===== src/mbrtu_pkg.sv =====
// Package of the Modbus RTU transmit framer: beat types, constants, CRC fold.
// No dependencies.
package mbrtu_pkg;

    localparam logic [15:0] CRC_INIT       = 16'hFFFF;
    localparam logic [15:0] CRC_POLY       = 16'hA001;
    localparam logic [7:0]  AUTO_BASE_LEN  = 8'd6;
    localparam logic [7:0]  FC_POS         = 8'd1;
    localparam logic [7:0]  MIN_GIVEN_LEN  = 8'd3;
    localparam logic [7:0]  CRC_BYTES      = 8'd2;
    localparam logic [7:0]  SAT_LEN        = 8'hFF;
    localparam logic [7:0]  MWC_RESET      = 8'd15;

    typedef struct packed {
        logic [7:0] data_byte;
        logic [7:0] frame_length;
    } in_beat_t;

    typedef struct packed {
        logic [7:0] out_byte;
        logic       is_crc;
        logic       frame_last;
    } out_beat_t;

    // One accepted byte and, when it closes the frame, the CRC to follow it.
    typedef struct packed {
        logic [7:0]  data_byte;
        logic        has_crc;
        logic [15:0] crc;
    } bundle_t;

    typedef enum logic [1:0] {
        PH_DATA,
        PH_CRC_LO,
        PH_CRC_HI
    } phase_t;

    // Byte-wide reflected CRC-16 step, unrolled over the eight bits.
    function automatic logic [15:0] crc_fold(input logic [15:0] crc_in, input logic [7:0] b);
        logic [15:0] c;
        c = crc_in ^ {8'h00, b};
        for (int k = 0; k < 8; k++) begin
            if (c[0]) begin
                c = (c >> 1) ^ CRC_POLY;
            end else begin
                c = c >> 1;
            end
        end
        return c;
    endfunction

endpackage


===== src/modbus_rtu_tx_framer.sv =====
// Top level of the Modbus RTU transmit framer: byte forwarding and CRC-16 append.
// Depends on mbrtu_pkg.
//
// Usage: request bytes enter as beats on the s_ channel (valid/ready), each with a
// frame_length field that is only looked at on the first byte of a frame. A value
// of zero selects automatic length detection from the function code and byte count;
// any other value is the full frame length including the two CRC bytes (below 3 reads as 3).
// Every byte leaves on the m_ channel unchanged as a data beat. When a byte closes
// the frame, two more beats follow it: the CRC low byte, then the CRC high byte,
// which carries frame_last. The framer then rearms for the next frame.
// An accepted byte is registered and is shown on m_ from the output register.
// Throughput: one byte per cycle while m_ready is high; a closing byte holds the
// output for three beats, set by the single output register and its beat sequencer.
// A second bundle register lets one more byte be taken while the output is stalled
// or still sending CRC beats; s_ready drops only when that register is also full.
// The user must write the function code threshold through cfg_wr_en / cfg_wr_data only
// while idle; the block does not enforce it. Reset (aresetn low, synchronous) empties
// both registers, restores the threshold to 15 and rearms the frame state with CRC 0xFFFF.
module modbus_rtu_tx_framer (
    input  logic                 aclk,
    input  logic                 aresetn,
    input  logic                 s_valid,
    output logic                 s_ready,
    input  mbrtu_pkg::in_beat_t  s_data,
    output logic                 m_valid,
    input  logic                 m_ready,
    output mbrtu_pkg::out_beat_t m_data,
    input  logic                 cfg_wr_en,
    input  logic [7:0]           cfg_wr_data
);
    import mbrtu_pkg::*;

    // Frame state.
    logic [7:0]  mwc_reg;
    logic [7:0]  byte_count_reg, byte_count_next;
    logic [7:0]  target_reg, target_next;
    logic        auto_reg, auto_next;
    logic        ext_reg, ext_next;
    logic [15:0] crc_reg, crc_next;

    // Output side: the bundle on show and a spare one behind it.
    logic        out_valid_reg, out_valid_next;
    bundle_t     out_bundle_reg, out_bundle_next;
    logic        pend_valid_reg, pend_valid_next;
    bundle_t     pend_bundle_reg, pend_bundle_next;
    phase_t      phase_reg, phase_next;

    logic        accept;
    logic        last_phase;
    logic        out_finish;
    logic        load_out;
    bundle_t     new_bundle;

    assign s_ready = !pend_valid_reg;
    assign accept  = s_valid && s_ready;
    assign m_valid = out_valid_reg;

    // Per-byte framing and CRC update, all in one pass.
    always_comb begin
        logic        first;
        logic [7:0]  b;
        logic [7:0]  flen;
        logic [15:0] crc_base;
        logic [7:0]  tgt;
        logic        auto_m;
        logic        ext;
        logic [8:0]  sum;
        logic [7:0]  cnt;
        logic [15:0] crc_new;
        first    = (byte_count_reg == 8'd0);
        b        = s_data.data_byte;
        flen     = s_data.frame_length;
        crc_base = first ? CRC_INIT : crc_reg;
        ext      = first ? 1'b0 : ext_reg;
        auto_m   = first ? (flen == 8'd0) : auto_reg;
        if (!first) begin
            tgt = target_reg;
        end else if (flen == 8'd0) begin
            tgt = AUTO_BASE_LEN;
        end else if (flen < MIN_GIVEN_LEN) begin
            tgt = MIN_GIVEN_LEN - CRC_BYTES;
        end else begin
            tgt = flen - CRC_BYTES;
        end
        sum = {1'b0, AUTO_BASE_LEN} + 9'd1 + {1'b0, b};
        if (auto_m) begin
            if (byte_count_reg == FC_POS && b >= mwc_reg) begin
                ext = 1'b1;
                tgt = SAT_LEN;
            end else if (byte_count_reg == AUTO_BASE_LEN && ext) begin
                tgt = sum[8] ? SAT_LEN : sum[7:0];
            end
        end
        crc_new = crc_fold(crc_base, b);
        cnt     = byte_count_reg + 8'd1;

        new_bundle.data_byte = b;
        new_bundle.crc       = crc_new;
        new_bundle.has_crc   = (cnt >= tgt);

        byte_count_next = byte_count_reg;
        target_next     = target_reg;
        auto_next       = auto_reg;
        ext_next        = ext_reg;
        crc_next        = crc_reg;
        if (accept) begin
            if (cnt >= tgt) begin
                // Frame closed: rearm.
                byte_count_next = 8'd0;
                target_next     = AUTO_BASE_LEN;
                auto_next       = 1'b1;
                ext_next        = 1'b0;
                crc_next        = CRC_INIT;
            end else begin
                byte_count_next = cnt;
                target_next     = tgt;
                auto_next       = auto_m;
                ext_next        = ext;
                crc_next        = crc_new;
            end
        end
    end

    assign last_phase = (phase_reg == PH_CRC_HI) ||
                        (phase_reg == PH_DATA && !out_bundle_reg.has_crc);
    assign out_finish = out_valid_reg && m_ready && last_phase;

    // Two-slot bundle buffer.
    always_comb begin
        out_valid_next   = out_valid_reg;
        out_bundle_next  = out_bundle_reg;
        pend_valid_next  = pend_valid_reg;
        pend_bundle_next = pend_bundle_reg;
        load_out         = 1'b0;
        if (out_finish) begin
            out_valid_next = 1'b0;
            if (pend_valid_reg) begin
                out_bundle_next = pend_bundle_reg;
                out_valid_next  = 1'b1;
                pend_valid_next = 1'b0;
                load_out        = 1'b1;
            end
        end
        if (accept) begin
            if (!out_valid_reg || out_finish) begin
                out_bundle_next = new_bundle;
                out_valid_next  = 1'b1;
                load_out        = 1'b1;
            end else begin
                pend_bundle_next = new_bundle;
                pend_valid_next  = 1'b1;
            end
        end
    end

    // Beat sequencer: next state.
    always_comb begin
        phase_next = phase_reg;
        if (load_out) begin
            phase_next = PH_DATA;
        end else if (out_valid_reg && m_ready && !last_phase) begin
            case (phase_reg)
                PH_DATA:   phase_next = PH_CRC_LO;
                PH_CRC_LO: phase_next = PH_CRC_HI;
                default:   phase_next = PH_DATA;
            endcase
        end
    end

    // Beat sequencer: outputs.
    always_comb begin
        case (phase_reg)
            PH_CRC_LO: begin
                m_data.out_byte   = out_bundle_reg.crc[7:0];
                m_data.is_crc     = 1'b1;
                m_data.frame_last = 1'b0;
            end
            PH_CRC_HI: begin
                m_data.out_byte   = out_bundle_reg.crc[15:8];
                m_data.is_crc     = 1'b1;
                m_data.frame_last = 1'b1;
            end
            default: begin
                m_data.out_byte   = out_bundle_reg.data_byte;
                m_data.is_crc     = 1'b0;
                m_data.frame_last = 1'b0;
            end
        endcase
    end

    always_ff @(posedge aclk) begin
        if (!aresetn) begin
            mwc_reg        <= MWC_RESET;
            byte_count_reg <= 8'd0;
            target_reg     <= AUTO_BASE_LEN;
            auto_reg       <= 1'b1;
            ext_reg        <= 1'b0;
            crc_reg        <= CRC_INIT;
            out_valid_reg  <= 1'b0;
            pend_valid_reg <= 1'b0;
            phase_reg      <= PH_DATA;
        end else begin
            if (cfg_wr_en) begin
                mwc_reg <= cfg_wr_data;
            end
            byte_count_reg <= byte_count_next;
            target_reg     <= target_next;
            auto_reg       <= auto_next;
            ext_reg        <= ext_next;
            crc_reg        <= crc_next;
            out_valid_reg  <= out_valid_next;
            pend_valid_reg <= pend_valid_next;
            phase_reg      <= phase_next;
        end
    end

    always_ff @(posedge aclk) begin
        out_bundle_reg  <= out_bundle_next;
        pend_bundle_reg <= pend_bundle_next;
    end

endmodule


===== config.mk =====
export PLATFORM = sky130hd
export DESIGN_NAME = modbus_rtu_tx_framer
export DESIGN_NICKNAME = d
export VERILOG_FILES = /design/src/mbrtu_pkg.sv /design/src/modbus_rtu_tx_framer.sv
export SDC_FILE = /design/constraint.sdc
export NUM_CORES = 1
export LEC_CHECK = 0
export ABC_AREA = 1
export BUFFER_PORTS_ARGS = -buffer_cell sky130_fd_sc_hd__buf_2
export CAP_MARGIN = 0
export CELL_PAD_IN_SITES_DETAIL_PLACEMENT = 0
export CELL_PAD_IN_SITES_GLOBAL_PLACEMENT = 2
export CORE_MARGIN = 2
export CORE_UTILIZATION = 38
export CTS_CLUSTER_SIZE = 24
export DETAILED_ROUTE_END_ITERATION = 8
export GPL_TIMING_DRIVEN = 0
export PLACE_DENSITY = 0.94
export RECOVER_POWER = 25
export SKIP_CTS_REPAIR_TIMING = 1
export SYNTH_ARGS = -nofsm -noshare
export SYNTH_HDL_FRONTEND = slang
export SYNTH_SLANG_ARGS = --single-unit

===== constraint.sdc =====
create_clock -name aclk -period 7.55 [get_ports aclk]
set_input_delay 0.755 -clock aclk [delete_from_list [all_inputs] [get_ports aclk]]
set_output_delay 0.755 -clock aclk [all_outputs]
set_load 0.1 [all_outputs]

=== Word-level counts from Yosys, hierarchy flattened ===
Cells that the tools add are included.

* Bits in registers: 96
* Input bits: 29

* Add/subtract/negate cells: 3
* $lt $le $gt $ge: 3
* Eq/ne operators: 4
* Multiplexer cells: 41
* Bitwise operators: 11
* Reduce and logical (&&, ||, !) cells: 18

{| class="wikitable"
|+ Operator list
! kind !! count
|-
| 2-to-1 mux 16 bit || 10
|-
| 2-to-1 mux 25 bit || 4
|-
| 2-to-1 mux 8 bit || 9
|-
| inverter 2 -> 3 bit || 8
|-
| one-hot mux 10 bit (2 select lines) || 1
|-
| >= comparator 8 bit || 2
|-
| logical NOT 8 bit || 2
|-
| 2-to-1 mux 1 bit || 16
|-
| XOR 16 x 8 -> 16 bit || 1
|-
| adder 3 x 8 -> 9 bit, first input constant || 1
|-
| adder 8 x 1 -> 8 bit, second input constant || 1
|-
| equality test 8 x 1 -> 1 bit, second input constant || 1
|-
| equality test 8 x 3 -> 1 bit, second input constant || 1
|-
| less-than comparator 8 x 2 -> 1 bit, second input constant || 1
|-
| subtractor 8 x 2 -> 8 bit, second input constant || 1
|-
| logical AND 1 bit || 7
|-
| logical NOT 1 bit || 4
|-
| one-hot mux 2 bit (2 select lines) || 1
|-
| equality test 2 x 1 -> 1 bit, second input constant || 1
|-
| equality test 2 bit, second input constant || 1
|-
| logical NOT 2 bit || 1
|-
| logical OR 1 bit || 2
|-
| inverter 1 bit || 2
|-
| AND reduction 2 bit || 1
|-
| OR reduction 2 bit || 1
|}

=== Logic depth before layout (Yosys ltp) ===
* Depth after elaboration: 21
* Depth in mapped cells: 22
* Mapped depth without buffers: 22

=== Worst setup path before layout ===
Ideal clock, no wire load.

* Kind: register -> output
* Start point: register phase_reg[0]
* End point: output m_data[6] (netlist bit)
* Arrival: 3592 ps
* Setup slack: 3203 ps
* Cell stages (with the launch flop): 5
* Path buffers: 1
* Cell sequence: dfxtp_1 > inv_1 > ha_1 > clkbuf_1 > o21ai_0

{| class="wikitable"
|+ RTL lines
! item !! line !! source
|-
| start: declaration || modbus_rtu_tx_framer.sv:46 || <nowiki>phase_t phase_reg, phase_next;</nowiki>
|-
| start signal: assignment || modbus_rtu_tx_framer.sv:213 || <nowiki>phase_reg <= phase_next;</nowiki>
|-
| end: declaration || modbus_rtu_tx_framer.sv:27 || <nowiki>output mbrtu_pkg::out_beat_t m_data,</nowiki>
|}

=== Worst setup path after layout ===
* Start point: register byte_count_reg[0]
* End point: register target_reg[0]

* Cells in the longest elaborated chain, start to end: 8
* Elaborated cells between the ends (all ways): 14

{| class="wikitable"
|+ Ends and longest elaborated chain
! item !! line !! source
|-
| start: declaration || modbus_rtu_tx_framer.sv:35 || <nowiki>logic [7:0] byte_count_reg, byte_count_next;</nowiki>
|-
| start signal: assignment || modbus_rtu_tx_framer.sv:206 || <nowiki>byte_count_reg <= byte_count_next;</nowiki>
|-
| logical NOT 8 bit || modbus_rtu_tx_framer.sv:70 || <nowiki>first = (byte_count_reg == 8'd0);</nowiki>
|-
| 2-to-1 mux 1 bit || modbus_rtu_tx_framer.sv:74 || <nowiki>ext = first ? 1'b0 : ext_reg;</nowiki>
|-
| logical AND 1 bit || modbus_rtu_tx_framer.sv:90 || <nowiki>end else if (byte_count_reg == AUTO_BASE_LEN && ext) begin</nowiki>
|-
| 2-to-1 mux 8 bit || modbus_rtu_tx_framer.sv:90 ||
|-
| 2-to-1 mux 8 bit || modbus_rtu_tx_framer.sv:87 || <nowiki>if (byte_count_reg == FC_POS && b >= mwc_reg) begin</nowiki>
|-
| 2-to-1 mux 8 bit || modbus_rtu_tx_framer.sv:86 || <nowiki>if (auto_m) begin</nowiki>
|-
| >= comparator 8 bit || modbus_rtu_tx_framer.sv:107 || <nowiki>if (cnt >= tgt) begin</nowiki>
|-
| 2-to-1 mux 8 bit (*) || modbus_rtu_tx_framer.sv:107 ||
|-
| end signal: assignment || modbus_rtu_tx_framer.sv:207 || <nowiki>target_reg <= target_next;</nowiki>
|-
| end: declaration || modbus_rtu_tx_framer.sv:36 || <nowiki>logic [7:0] target_reg, target_next;</nowiki>
|}

Mark *: on every way between the ends. The rest lies on a longest branch, timed or not.
A chain may end at the register's enable or synchronous reset.

==> impl_results.md <==
* Number of setup violations in the final report at 0
* FF+latch count, synth at 96
* CTS root buf: clkbuf_16
* Slew @ Worst Pin at 1166 ps
* Cells after DPL at 916
* Detailed-router iteration count before antenna repair at 5
* Vias in the first global route at 4,539
* Fin. Hold Viols at 0
* First-pass GRT wire length at 23,070 µm
* Ant diodes at 0
* Top cells by count, synth: nand2_1, inv_1, a21oi_1, o21ai_0, dfxtp_1
* R2R Path Start: byte_count_reg[0]
* Post-route ant nets at 0
* CP endpoint kind: flop
* Max-Slew Margin vs Limit at 22.58%
* Worst hold start: crc_reg[6]
* Met3 wire len at 522 µm
* Clock buffer depth at 2
* CP arrival at 5160 ps
* Fmax at 0.2043 GHz
* Count of different cell masters after synthesis at 42
* Layout cells sized above 1 at 11.17%
* Min cycle time layout at 4894 ps
* GRT Overall Usage at 19.88%
* Ys Warns at 0
* Port Buffer Count at 39
* Yosys top cell by area: dfxtp_1
* Main combinational cell family by area after synthesis: simple AND/OR/NAND/NOR gates
* Die height at 122.8 µm
* Die W at 122.8 µm
* Row count at 43
* Post-synth EDFFs at 25
* Non-filler cells, final at 932
* Largest net degree at the start of global routing at 18
* Critical path class: flop to flop
* Post-DP HPWL at 11,000 µm
* Post-Route WL at 14,220 µm
* Area delta synth->final at 13.84%
* CTS clk-pin slew, worst paths at 60 ps
* Status: complete, no violations
* Most frequent cell after synthesis: nand2_1
* Top Layer Used: met4
* Hold Path Stages at 2
* Synthesized area per cell at 7.705 µm²
* TNS Setup at 0 ps
* Worst-skew pair later-pin latency at 350 ps
* Hold path endpoint: crc_reg[6]
* Total CTS buffers at 9
* DRC viols at 0
* Ports at 41
* WL/cell at 15.26 µm
* Metal1 wirelength at 6717 µm
* Pwr per Cell Area at 258.6 nW/µm²
* Multiplexer share of the synthesized area at 0%
* Gr ovfl total at 0
* Syn Inst Count at 696
* Initial Util at 38.78%
* Top cell type's share of synthesized area at 26.50%
* # nets final at 803
* Syn_nets at 752
* Max-slew violations at 0
* H-tree depth at 3
* Core Region at 13,830 µm²
* Xor/xnor share of the synthesized area at 4.923%
* RePlAce Congestion at 0.8726
* FFs w/ async S/R, synth at 0%
* Top cells by area, synth: dfxtp_1, edfxtp_1, nand2_1, a21oi_1, o21ai_0
* Part of the Yosys area used for sequential elements at 40.50%
* Predominant post-synthesis flop cell: dfxtp_1
* Crit-path max FO at 10
* Clock skew at 9.867 ps
* CTS tree: done
* Worst VDD drop at 0.0001151 V
* Die area at 15,080 µm²
* Mapped Area at 5363 µm²
* Number of antenna violations at the first check in global routing at 0
* Max Cap Violations at 0
* Critical R2R Capture: target_reg[0]
* Leak Pwr at 0.002726 µW
* RSZ-0062 raised after global routing: false
* Hold WC Path Type: flop to flop
* Compound-gate portion of the synthesized area at 18.43%
* Critical Path Start Type: flop
* Fillers at 1,388
* Post-synthesis simple-gate area fraction at 21.02%
* DRT iter0 DRCs at 324
* Via Count at 4,793
* R2r setup slk at 2660 ps
* WP data required at 7820 ps
* Hold Slack at 462.6 ps
* Final period util at 64.82%
* Clk sinks at 96
* Adder-cell share of the synthesized area at 6.300%
* Reg2reg path depth at 17
* Vias per cell at 5.143
* Met2 wire length at 6716 µm
## power by group
part | leakage [µW] | internal (µW) | switching (µW) | total (µW)
logic | 0.00175 | 121 | 310 | 432
clock network | 0.000167 | 326 | 202 | 529
registers | 0.000812 | 597 | 21.6 | 619
total | 0.00273 | 1040 | 534 | 1580
## cell families (layout without fill, tap and decap cells)
kind of cell             count (synthesis)  count (layout)
XOR/XNOR                                25              25
AO/OA/AOI/OAI                          183             183
flip-flops                              96              96
AND/OR/NAND/NOR                        240             240
buffers and inverters                  125             181
adder cells (fa/ha/maj)                 27              27
## critical path, stage by stage, from the launching register on
cell and delay (ps):
dfxtp_1 350, inv_1 140, ha_1 210, nand2_4 60, nor2_1 490, o21ai_0 340, nor3_1 580, inv_1 240
nand3_1 150, inv_1 50, ha_1 290, a21oi_1 160, o21a_1 140, nand3_1 330, nor2_1 590, clkbuf_1 430
nand2_1 120, a21oi_1 130
## worst max path at each step
stage                           start            end  slack, ps  depth (start not counted)
global route        byte_count_reg[0]  target_reg[0]       2010                         17
global placement            s_data[3]  target_reg[0]       2570                         19
floorplan                phase_reg[0]      m_data[6]       3200                          4
detailed placement          s_data[3]  target_reg[0]       2520                         19
finish              byte_count_reg[0]  target_reg[0]       2660                         17
CTS                 byte_count_reg[0]  target_reg[0]       2750                         21
## cell type report
| class | instances | area, µm² | area share [%] |
|---|---|---|---|
| multi-input cells | 475 | 2680 | 43.90 |
| clock buffers | 10 | 229.0 | 3.751 |
| repair buffers | 40 | 209.0 | 3.423 |
| clock inverters | 6 | 116.4 | 1.906 |
| flip-flops and latches | 96 | 2172 | 35.58 |
| inverters | 103 | 386.6 | 6.333 |
| plain buffers | 22 | 86.33 | 1.414 |
| well taps | 180 | 225.2 | 3.689 |
## through the flow
stage                     setup WS (ps)  utilization, %  total power, µW  instance area [µm²]
after floorplan                    3203               -            954.5                 5363
after global placement             2569           41.82             1054                 5783
after detailed placement           2521           42.04             1066                 5813
after CTS                          2750           44.54             1595                 6158
after global routing               2010           44.15             1667                 6105
final                              2656           44.15             1579                 6105
## cell usage in the layout (no fill, tap or decap), types with 7 or more instances in the layout
cell	synthesis	final
nor3_1	7	7
inv_1	95	95
edfxtp_1	25	25
xor2_1	16	17
nand2_1	121	121
clkbuf_16	0	9
dfxtp_1	71	71
o22ai_1	7	7
nor2_1	46	47
a21oi_1	78	78
a22oi_1	7	7
nand2_2	8	8
clkbuf_1	19	31
o211ai_1	8	8
nand3_1	31	31
o21ai_0	72	72
nand2_4	7	7
ha_1	27	27
buf_2	2	30
## routing by layer
metal	track usage, %	up-vias
met5	0	-
met4	7.399	0
met3	2.416	15
met2	32.73	116
met1	26.66	2266
li1	-	2396
Power figures use the tool's default switching activity.
